--- config.mk ---
export PLATFORM = sky130hd
export DESIGN_NAME = edf_ctrl
export DESIGN_NICKNAME = d
export VERILOG_FILES = /design/src/edf_pkg.sv /design/src/edf_ctrl.sv
export SDC_FILE = /design/constraint.sdc
export NUM_CORES = 1
export LEC_CHECK = 0
export BUFFER_PORTS_ARGS = -buffer_cell sky130_fd_sc_hd__buf_2
export CAP_MARGIN = 5
export CELL_PAD_IN_SITES_DETAIL_PLACEMENT = 0
export CELL_PAD_IN_SITES_GLOBAL_PLACEMENT = 1
export CORE_ASPECT_RATIO = 0.75
export CORE_MARGIN = 10
export CORE_UTILIZATION = 46
export CTS_CLUSTER_DIAMETER = 120
export DETAILED_ROUTE_END_ITERATION = 8
export HOLD_SLACK_MARGIN = 0.02
export PLACE_DENSITY_LB_ADDON = 0.1
export SKIP_LAST_GASP = 1
export SYNTH_ARGS = -nofsm -noshare
export SYNTH_HDL_FRONTEND = slang
export SYNTH_SLANG_ARGS = --single-unit
--- constraint.sdc ---
create_clock -name clk -period 10.2 [get_ports clk]
set_clock_uncertainty 0.2 [all_clocks]
set_input_delay 2.04 -clock clk [delete_from_list [all_inputs] [get_ports clk]]
set_output_delay 2.04 -clock clk [all_outputs]
set_load 0.01 [all_outputs]
--- src/edf_pkg.sv ---
// Package for the deadline feasibility checker: function codes, register indexes and defaults.
// Depends on nothing; used by every module of the block.
package edf_pkg;
	localparam int HEAP_DEPTH_DEF = 1024;
	localparam int DAY_BITS_DEF = 16;
	localparam int MAX_CAP_DEF = 16;
	localparam int CAP_W = 5;
	localparam int CNT_W = 11;
	localparam int DL_W = 16;
	localparam int DAYS_PER_WEEK = 7;
	localparam int FIRST_WEEKEND = 5;
	localparam logic [1:0] FUNC_ADD = 2'd0;
	localparam logic [1:0] FUNC_DAY = 2'd1;
	localparam logic [1:0] FUNC_FIN = 2'd2;
	localparam logic [1:0] FUNC_NONE = 2'd3;
	localparam logic REG_CAPACITY = 1'b0;
	localparam logic REG_SKIP = 1'b1;

	// Memory request from the control unit to the heap memory.
	typedef struct packed {
		logic        rd;
		logic [15:0] raddr;
		logic        wr;
		logic [15:0] waddr;
		logic [DL_W-1:0] wdata;
	} edf_mem_req_t;
endpackage

--- src/edf_ctrl.sv ---
// Sequencer of the checker: push sift-up, pop sift-down and day bookkeeping over the heap memory.
// Depends on edf_pkg; drives edf_heap_mem.
module edf_ctrl #(
	parameter int DEPTH = edf_pkg::HEAP_DEPTH_DEF,
	parameter int DAY_BITS = edf_pkg::DAY_BITS_DEF,
	parameter int MAX_CAP = edf_pkg::MAX_CAP_DEF
) (
	input  logic clk,
	input  logic arst_n,
	input  logic in_valid,
	output logic in_stall,
	input  logic [1:0] func,
	input  logic [edf_pkg::DL_W-1:0] deadline,
	input  logic [edf_pkg::CAP_W-1:0] cap_cfg,
	input  logic skip_cfg,
	output edf_pkg::edf_mem_req_t req,
	input  logic [edf_pkg::DL_W-1:0] rdata,
	output logic out_valid,
	input  logic out_stall,
	output logic [edf_pkg::CAP_W-1:0] served,
	output logic [edf_pkg::CNT_W-1:0] pending,
	output logic failed,
	output logic overflow,
	output logic feasible
);
	import edf_pkg::*;

	localparam int KW = 17;

	typedef enum logic [3:0] {
		S_IDLE, S_UP_RD, S_UP_CMP, S_UP_TOP, S_POP_TOP, S_POP_CHK, S_POP_LAST,
		S_DN_RDL, S_DN_RDR, S_DN_CMP, S_OUT
	} state_t;

	state_t state_q;
	logic [KW-1:0] cnt_q, k_q, c_q;
	logic [DL_W-1:0] val_q, left_q;
	logic [DAY_BITS-1:0] day_q;
	logic [2:0] wday_q;
	logic fail_q, ovf_q;
	logic [CAP_W-1:0] srv_q, cap_q;
	logic [KW-1:0] up_idx, lc_idx;

	assign up_idx = (k_q - KW'(1)) >> 1;
	assign lc_idx = {k_q[KW-2:0], 1'b1};
	assign in_stall = (state_q != S_IDLE);
	assign pending = CNT_W'(cnt_q);
	assign failed = fail_q;
	assign overflow = ovf_q;

	always_comb begin
		req = '0;
		case (state_q)
			S_UP_RD: begin
				req.rd = 1'b1;
				req.raddr = 16'(up_idx);
			end
			S_POP_TOP: begin
				req.rd = 1'b1;
				req.raddr = '0;
			end
			S_POP_CHK: begin
				req.rd = 1'b1;
				req.raddr = 16'(cnt_q - KW'(1));
			end
			S_DN_RDL: begin
				req.rd = 1'b1;
				req.raddr = 16'(lc_idx);
			end
			S_DN_RDR: begin
				req.rd = 1'b1;
				req.raddr = 16'(lc_idx + KW'(1));
			end
			default: ;
		endcase
		case (state_q)
			S_UP_CMP: begin
				req.wr = 1'b1;
				if (rdata <= val_q) begin
					req.waddr = 16'(k_q);
					req.wdata = val_q;
				end else begin
					req.waddr = 16'(k_q);
					req.wdata = rdata;
				end
			end
			S_UP_TOP: begin
				req.wr = 1'b1;
				req.waddr = '0;
				req.wdata = val_q;
			end
			S_DN_CMP: begin
				req.wr = 1'b1;
				req.waddr = 16'(k_q);
				if (c_q >= cnt_q || (((c_q + KW'(1)) < cnt_q && rdata < left_q) ?
						rdata : left_q) >= val_q) begin
					req.wdata = val_q;
				end else begin
					req.wdata = ((c_q + KW'(1)) < cnt_q && rdata < left_q) ? rdata : left_q;
				end
			end
			default: ;
		endcase
		if (state_q == S_IDLE && in_valid && func == FUNC_ADD &&
				cnt_q < KW'(DEPTH) && cnt_q == '0) begin
			req.wr = 1'b1;
			req.waddr = '0;
			req.wdata = deadline;
		end
		if (state_q == S_DN_RDL && lc_idx >= cnt_q) begin
			req.wr = 1'b1;
			req.waddr = 16'(k_q);
			req.wdata = val_q;
		end
	end

	logic [DL_W-1:0] best;
	logic [KW-1:0] best_idx;
	always_comb begin
		if ((c_q + KW'(1)) < cnt_q && rdata < left_q) begin
			best = rdata;
			best_idx = c_q + KW'(1);
		end else begin
			best = left_q;
			best_idx = c_q;
		end
	end

	always_ff @(posedge clk or negedge arst_n) begin
		if (!arst_n) begin
			state_q <= S_IDLE;
			cnt_q <= '0;
			day_q <= '0;
			wday_q <= '0;
			fail_q <= 1'b0;
			ovf_q <= 1'b0;
			out_valid <= 1'b0;
			srv_q <= '0;
			served <= '0;
			feasible <= 1'b0;
			cap_q <= '0;
			k_q <= '0;
			c_q <= '0;
		end else begin
			case (state_q)
				S_IDLE: begin
					if (in_valid) begin
						served <= '0;
						feasible <= 1'b0;
						state_q <= S_OUT;
						out_valid <= 1'b1;
						case (func)
							FUNC_ADD: begin
								if (cnt_q >= KW'(DEPTH)) begin
									ovf_q <= 1'b1;
								end else if (cnt_q != '0) begin
									k_q <= cnt_q;
									val_q <= deadline;
									cnt_q <= cnt_q + KW'(1);
									state_q <= S_UP_RD;
									out_valid <= 1'b0;
								end else begin
									cnt_q <= KW'(1);
								end
							end
							FUNC_DAY: begin
								day_q <= day_q + DAY_BITS'(1);
								wday_q <= (wday_q >= 3'(DAYS_PER_WEEK - 1)) ? '0 :
									wday_q + 3'd1;
								srv_q <= '0;
								cap_q <= (32'(cap_cfg) > MAX_CAP) ? CAP_W'(MAX_CAP) : cap_cfg;
								if (!(skip_cfg && wday_q >= 3'(FIRST_WEEKEND)) && !fail_q) begin
									state_q <= S_POP_TOP;
									out_valid <= 1'b0;
								end
							end
							FUNC_FIN: feasible <= !fail_q && cnt_q == '0;
							default: ;
						endcase
					end
				end
				S_UP_RD: state_q <= S_UP_CMP;
				S_UP_CMP: begin
					if (rdata <= val_q) begin
						state_q <= S_OUT;
						out_valid <= 1'b1;
					end else if (up_idx == '0) begin
						state_q <= S_UP_TOP;
					end else begin
						k_q <= up_idx;
						state_q <= S_UP_RD;
					end
				end
				S_UP_TOP: begin
					state_q <= S_OUT;
					out_valid <= 1'b1;
				end
				S_POP_TOP: begin
					if (srv_q >= cap_q || cnt_q == '0) begin
						served <= srv_q;
						state_q <= S_OUT;
						out_valid <= 1'b1;
					end else begin
						state_q <= S_POP_CHK;
					end
				end
				S_POP_CHK: begin
					if (32'(rdata) < 32'(day_q - DAY_BITS'(1))) begin
						fail_q <= 1'b1;
						served <= srv_q;
						state_q <= S_OUT;
						out_valid <= 1'b1;
					end else begin
						srv_q <= srv_q + CAP_W'(1);
						cnt_q <= cnt_q - KW'(1);
						if (cnt_q == KW'(1)) begin
							state_q <= S_POP_TOP;
						end else begin
							state_q <= S_POP_LAST;
						end
					end
				end
				S_POP_LAST: begin
					k_q <= '0;
					state_q <= S_DN_RDL;
				end
				S_DN_RDL: begin
					if (lc_idx >= cnt_q) begin
						state_q <= S_POP_TOP;
					end else begin
						c_q <= lc_idx;
						state_q <= S_DN_RDR;
					end
				end
				S_DN_RDR: begin
					left_q <= rdata;
					state_q <= S_DN_CMP;
				end
				S_DN_CMP: begin
					if (best >= val_q) begin
						state_q <= S_POP_TOP;
					end else begin
						k_q <= best_idx;
						state_q <= S_DN_RDL;
					end
				end
				S_OUT: begin
					if (!out_stall) begin
						out_valid <= 1'b0;
						state_q <= S_IDLE;
					end
				end
				default: state_q <= S_IDLE;
			endcase
			if (state_q == S_POP_LAST) begin
				val_q <= rdata;
			end
		end
	end

	assert property (@(posedge clk) disable iff (!arst_n) cnt_q <= KW'(DEPTH))
		else $error("heap count exceeds depth");
	assert property (@(posedge clk) disable iff (!arst_n) out_valid |-> state_q == S_OUT)
		else $error("result shown outside output state");
	assert property (@(posedge clk) disable iff (!arst_n) srv_q <= CAP_W'(MAX_CAP))
		else $error("served count above capacity limit");
	assert property (@(posedge clk) disable iff (!arst_n) $fell(fail_q) |-> 1'b0)
		else $error("failure flag cleared");
endmodule

==> metrics.cfg, run 1 <==
[routing]
wirelength_mm = 41.9
antenna_left = 0
drt_iter0_drc = 1053
wl_per_cell_um = 23.3
drt_first_pass_iters = 7
drc = 0
routed_via_density = 6.23
vias = 11200

[critical_path]
critical_path.startpoint = c_q[2]$_DFFE_PN0P_
r2r-start = c_q[2]$_DFFE_PN0P_
worstPathArrival_ns = 7.39
crit_path_max_incr_delay_ns = 0.78
path_class = flop to primary output
slowest_stage = nor3_4
worstPathMaxFanout = 21
crit_path_end_kind = primary output
worstSetupStartpointType = flop
crit_required_ns = 7.96
worstPathCellList = nand3_1 > or4_1 > nor3_4 > nand3_1 > xnor2_1 > ha_1 > nand4_1 > a21oi_1 > or4_1 > nor3_4 > buf_4 > nand2_1 > o21ai_0 > ha_1 > a21oi_1 > o21ai_0 > a21oi_1 > o21ai_1 > nor4_2 > buf_4 > a21boi_0 > buf_4 > o221ai_1 > buf_2

[clock_network]
post_cts_buffers = 0
holdBufCountCts = 0
numCtsBuffers = 17
cts_resized = 0
clock_sinks = 125
clkSlewWorstSetupHoldPaths_ns = 0.06
cts_tree = yes
clkLatencyLatePin_ns = 0.44
cts_root_buf = clkbuf_16
htreeDepth = 4
cts_buffer_depth = 2

[timing]
hold_viol = 0
rsz0062_at_grt = false
finalCritPeriodShare = 0.944
setup_viol = 0
holdWs_ns = 0.274
tightest_slew_ns = 1.09
slew_violations = 0
fin_tns_setup_ns = 0
fmax_mhz = 104
setup_slack_ns = 0.572
slew_headroom = 0.274
min_period_ns = 9.63

[power_and_ir_drop]
total_power_uw = 3130
powerDensity_mw_per_mm2 = 240
ir_worst_vdd_mv = 0.145
p_leak_uw = 0.00573

[synthesis]
netlist_instances = 1379
synth_edf_count = 32
yosysTopAreaCell = dfrtp_1
synth-seq-cells = 125
netlist_top_cells_area = dfrtp_1, ha_1, edfxtp_1, o21ai_0, xnor2_1
postSynth.asyncResetShare = 0.744
synth_top_area_share = 0.200
avgSynthCellArea_sq_um = 8.45
yosysWarnings = 0
synth-main-ff-cell = dfrtp_1
synth_area_sq_mm = 0.0117
synthTopCellsByCount = ha_1, nand2_1, o21ai_0
syn_nets = 1552
ys_types = 81
seq_area_frac_synth = 0.282
synthMostInstantiatedCell = ha_1

[final_layout]
drive_gt1_frac = 0.156
area_growth_pct = 12.1
nNetsFinal = 1621
multi_input_comb_area_sq_mm = 0.00767
final_util = 0.523
num-fill-cells = 2430
ff_latch_area_sq_mm = 0.00329
antenna_cells = 0

[place]
port_buffers = 114
hpwl_mm = 31.9
gp_congestion = 0.957
pre_cts_ws_ns = 0.903

[hold_path]
worst_hold_startpoint = cap_q[0]$_DFFE_PN0P_
hp-class = flop to flop

[floorplanning]
core_sq_mm = 0.0250
die-area_sq_mm = 0.0322
ioPinCount = 115
rows = 50
start_util = 0.467
die_h_um = 158
die_x_um = 204

[global_route]
track_usage = 0.259
grt_max_degree = 37
antenna_found_initial = 0
grt_pass1_vias = 10500
overflow = 0
grt_first_pass_wirelength_mm = 64.0

[flow_run]
maxCapViolCount = 0

[status]
status = finished, final reports clean

-- logic make-up (layout without fill, tap and decap cells) --
group                      count (synthesis)  after routing  share of synthesized area
AOI/OAI and AO/OA                        371            371                      0.211
xor gates and xnor gates                  77             77                     0.0579
adders and majority gates                129            129                      0.138
buffers and inverters                    177            259                     0.0633
DFF                                      125            125                      0.282
muxes                                     42             42                     0.0396
and+or+nand+nor                          458            458                      0.208
-- cell type report --
class	count	share of cell area
inverters	89	0.0256
well taps	338	0.0324
flip-flops and latches	125	0.252
repair buffers	138	0.0577
clock inverters	13	0.0125
clock buffers	19	0.0331
multi-input cells	1077	0.587
-- flip-flops by register name, indices dropped and copies added, names as in the netlist, 4 cells and up --
signal,cells
cnt_q,17
srv_q,5
k_q,17
left_q,16
cap_q,5
day_q,16
served,5
state_q,4
val_q,16
c_q,17
-- critical path: cells and delay by family (launching register included) --
kind / cells / cell delay, ns
flip-flops: 1 / 0.49
AO/OA/AOI/OAI: 8 / 1.22
adder cells (fa/ha/maj): 2 / 0.56
AND/OR/NAND/NOR: 9 / 3.42
buffers and inverters: 4 / 1.01
XOR/XNOR: 1 / 0.21
-- placed cells by master (no fill, tap or decap), types with 23 or more instances in the layout --
| cell type | count |
|---|---|
| nor3_1 | 31 |
| buf_4 | 25 |
| buf_2 | 113 |
| nor4_1 | 24 |
| nand4_1 | 32 |
| ha_1 | 129 |
| mux2_2 | 33 |
| and3_1 | 23 |
| inv_1 | 89 |
| o21ai_0 | 99 |
| edfxtp_1 | 32 |
| nand3_1 | 48 |
| a21oi_1 | 78 |
| nand2_1 | 101 |
| dfrtp_1 | 93 |
| nor2_1 | 96 |
| xnor2_1 | 56 |
| a31oi_1 | 28 |
-- final timing paths --
path,to,slack (ns),cells past startpoint
setup / recovery,req[15],0.57,24
hold / removal,cap_q[0]$_DFFE_PN0P_,0.27,2
setup reg to reg,k_q[0]$_DFFE_PN0P_,2.71,21
hold reg to reg,cap_q[0]$_DFFE_PN0P_,0.27,2
max in group asynchronous,day_q[3]$_DFFE_PN0P_,7.08,3
min in group asynchronous,failed$_DFFE_PN0P_,1.34,1
-- per-stage QoR --
stage / cell area, sq um / std cells
after global placement: 12500 / 1767
after floorplan: 11700 / 1379
final: 13100 / 1799
after CTS: 13100 / 1799
after global routing: 13100 / 1799
after detailed placement: 12500 / 1767
-- per-layer routing --
layer	vias to the layer above	share of wire	track usage	wire (um)
met1	5417	0.49	0.389	20600
met3	34	0.11	0.0864	4700
li1	5289	-	-	-
met5	-	0	0	0
met4	0	0.011	0.0567	461
met2	473	0.39	0.342	16100
-- report_power, final --
group | internal, uW | switching (uW)
sequential | 620 | 261
combinational | 618 | 1000
clock | 384 | 247
(Power assumes the default switching activity.)
==> run 2, diff against run 1 <==
--- a/config.mk
+++ b/config.mk
@@ -14,6 +14,7 @@
 export CORE_UTILIZATION = 46
 export CTS_CLUSTER_DIAMETER = 120
 export DETAILED_ROUTE_END_ITERATION = 8
+export GPL_TIMING_DRIVEN = 0
 export HOLD_SLACK_MARGIN = 0.02
 export PLACE_DENSITY_LB_ADDON = 0.1
 export SKIP_LAST_GASP = 1
==> run 2 against run 1 <==
Against the previous run:
- sequential share of layout area fell by 0.45 points
- hold slack improved by 0.014 ns
- register-to-register slack gained 0.38 ns
- global-route usage rose by 2.2 points
- total power up 2.2%
- final cell count increased by 3.7%
- utilization increased by 0.95 points
- first-iteration DRC count is 30% higher
- combinational power is 12% higher
- non-clock buffer count rose by 66
- critical path depth fell by 1
==> metrics.cfg, run 2 (same netlist as run 1, synthesis figures left out) <==
[floorplanning]
rows = 50
die_x_um = 204
ioPinCount = 115
die-area_sq_mm = 0.0322
die_h_um = 158
core_sq_mm = 0.0250
start_util = 0.467

[final_layout]
reg_top3 = c_q x17, cnt_q x17, k_q x17
stdcell_count = 1865
final_cell_mix = ha_1, buf_2, nand2_1
final_area_sq_mm = 0.0133
antenna_cells = 0
layout_commonest_cell = ha_1
drive_gt1_frac = 0.155
ff_latch_area_sq_mm = 0.00329
multi_input_comb_area_sq_mm = 0.00768
area_growth_pct = 14.1
num-fill-cells = 2435
nNetsFinal = 1687

[global_route]
grt_first_pass_wirelength_mm = 68.8
track_usage = 0.281
grt_max_degree = 66
gr-max-usage-layer = met1
grt_use_met3 = 0.0944
grt_pass1_vias = 10800
antenna_found_initial = 1
grt_use_met1 = 0.427
overflow = 0
use_met2 = 0.372

[critical_path]
crit_required_ns = 7.96
crit_path_max_incr_delay_ns = 0.59
worstPathArrival_ns = 7.59
crit_path_end_kind = primary output
path_delay_family = simple AND/OR/NAND/NOR gates
path_class = flop to primary output
worstPathMaxFanout = 10
cp_common_cell = nand3_1
worstPathCellList = nand3_1 > or4_1 > buf_2 > nor3_4 > nand3_1 > xnor2_1 > ha_1 > nand4_1 > a21oi_1 > or4_1 > nor3_4 > clkbuf_1 > o21ai_0 > ha_1 > nand2_1 > nor2_1 > nand3_1 > o21ai_2 > nor4_4 > a21boi_0 > clkbuf_2 > o221ai_1 > buf_2
critPathBufInv = 4
worstSetupStartpointType = flop
slowest_stage = or4_1

[power_and_ir_drop]
p_leak_uw = 0.00584
total_power_uw = 3200
ir_worst_vdd_mv = 0.152
powerDensity_mw_per_mm2 = 241

[timing]
tightest_slew_ns = 1.32
slew_headroom = 0.112
rsz0062_at_grt = false
fmax_mhz = 102
min_period_ns = 9.83
hold_viol = 0
finalCritPeriodShare = 0.963
setup_slack_ns = 0.372
slew_violations = 0
setup_viol = 0

[routing]
vias = 11700
routed_via_density = 6.26
antenna_left = 0
drt_first_pass_iters = 5
drt_iter0_drc = 1369
wirelength_mm = 45.1
wl_per_cell_um = 24.2
drc = 0

[status]
status = finished, final reports clean

[clock_network]
clkLatencyLatePin_ns = 0.45
clkSlewWorstSetupHoldPaths_ns = 0.07
clock_sinks = 125
holdBufCountCts = 0
cts_buffer_depth = 2
numCtsBuffers = 17
cts_tree = yes
htreeDepth = 4
cts_root_buf = clkbuf_16

[place]
place_inst = 1832
pre_cts_ws_ns = -0.640
port_buffers = 114
gp_congestion = 0.957
hpwl_mm = 35.0
placed_area_sq_mm = 0.0127

[hold_path]
hp-class = flop to flop

[flow_run]
maxCapViolCount = 0

==> run 2: cell type report <==
type	count	share of cell area
clock inverter	13	0.00771
inverter	89	0.0251
buffer	87	0.0303
sequential	125	0.247
clock buffer	19	0.0341
multi-input combinational	1077	0.578
tap	338	0.0318
timing repair buffer	117	0.0461
==> run 2: power breakdown <==
group,internal [uW],total [uW],switching (uW)
clock,329,604,275
sequential,621,781,160
combinational,641,1820,1170
total,1590,3200,1610
==> run 2: what timing repair did <==
item                                    in CTS  in global routing
buffers inserted                             0                  1
gates cloned                                 0                  0
resized for setup                            5                  7
pin swaps                                    0                  1
endpoints found under the setup margin      16                 10
==> run 2: worst register-to-register path, delay by kind of cell (launching register included) <==
kind | cells | cell delay [ns]
buffers and inverters | 2 | 0.70
and+or+nand+nor | 9 | 3.38
xor gates and xnor gates | 1 | 0.21
muxes | 1 | 0.40
adders and majority gates | 2 | 0.60
DFF | 1 | 0.53
AOI/OAI and AO/OA | 6 | 0.97
==> run 2: routing by layer <==
metal / wire, um / vias to the layer above / share of wire
met5: 0 / - / 0
met4: 416 / 0 / 0.0092
met3: 5220 / 33 / 0.12
met2: 17300 / 496 / 0.38
met1: 22200 / 5719 / 0.49
li1: - / 5418 / -
==> run 2: final timing paths <==
kind | from | end | slack, ns | cells past startpoint
setup / recovery | c_q[2]$_DFFE_PN0P_ | req[11] | 0.37 | 23
hold / removal | cap_q[0]$_DFFE_PN0P_ | cap_q[0]$_DFFE_PN0P_ | 0.29 | 2
setup reg to reg | c_q[2]$_DFFE_PN0P_ | k_q[0]$_DFFE_PN0P_ | 3.09 | 21
hold reg to reg | cap_q[0]$_DFFE_PN0P_ | cap_q[0]$_DFFE_PN0P_ | 0.29 | 2
max in group asynchronous | arst_n | served[3]$_DFFE_PN0P_ | 7.72 | 2
min in group asynchronous | arst_n | cnt_q[14]$_DFFE_PN0P_ | 1.36 | 1
==> run 2: metrics by stage <==
stage	setup TNS, ns	util	hold WS (ns)
after floorplan	0	-	0.243
after global placement	-13.40	0.507	0.275
after detailed placement	-5.88	0.508	0.276
after CTS	0	0.532	0.290
after global routing	0	0.533	0.310
final	0	0.533	0.288
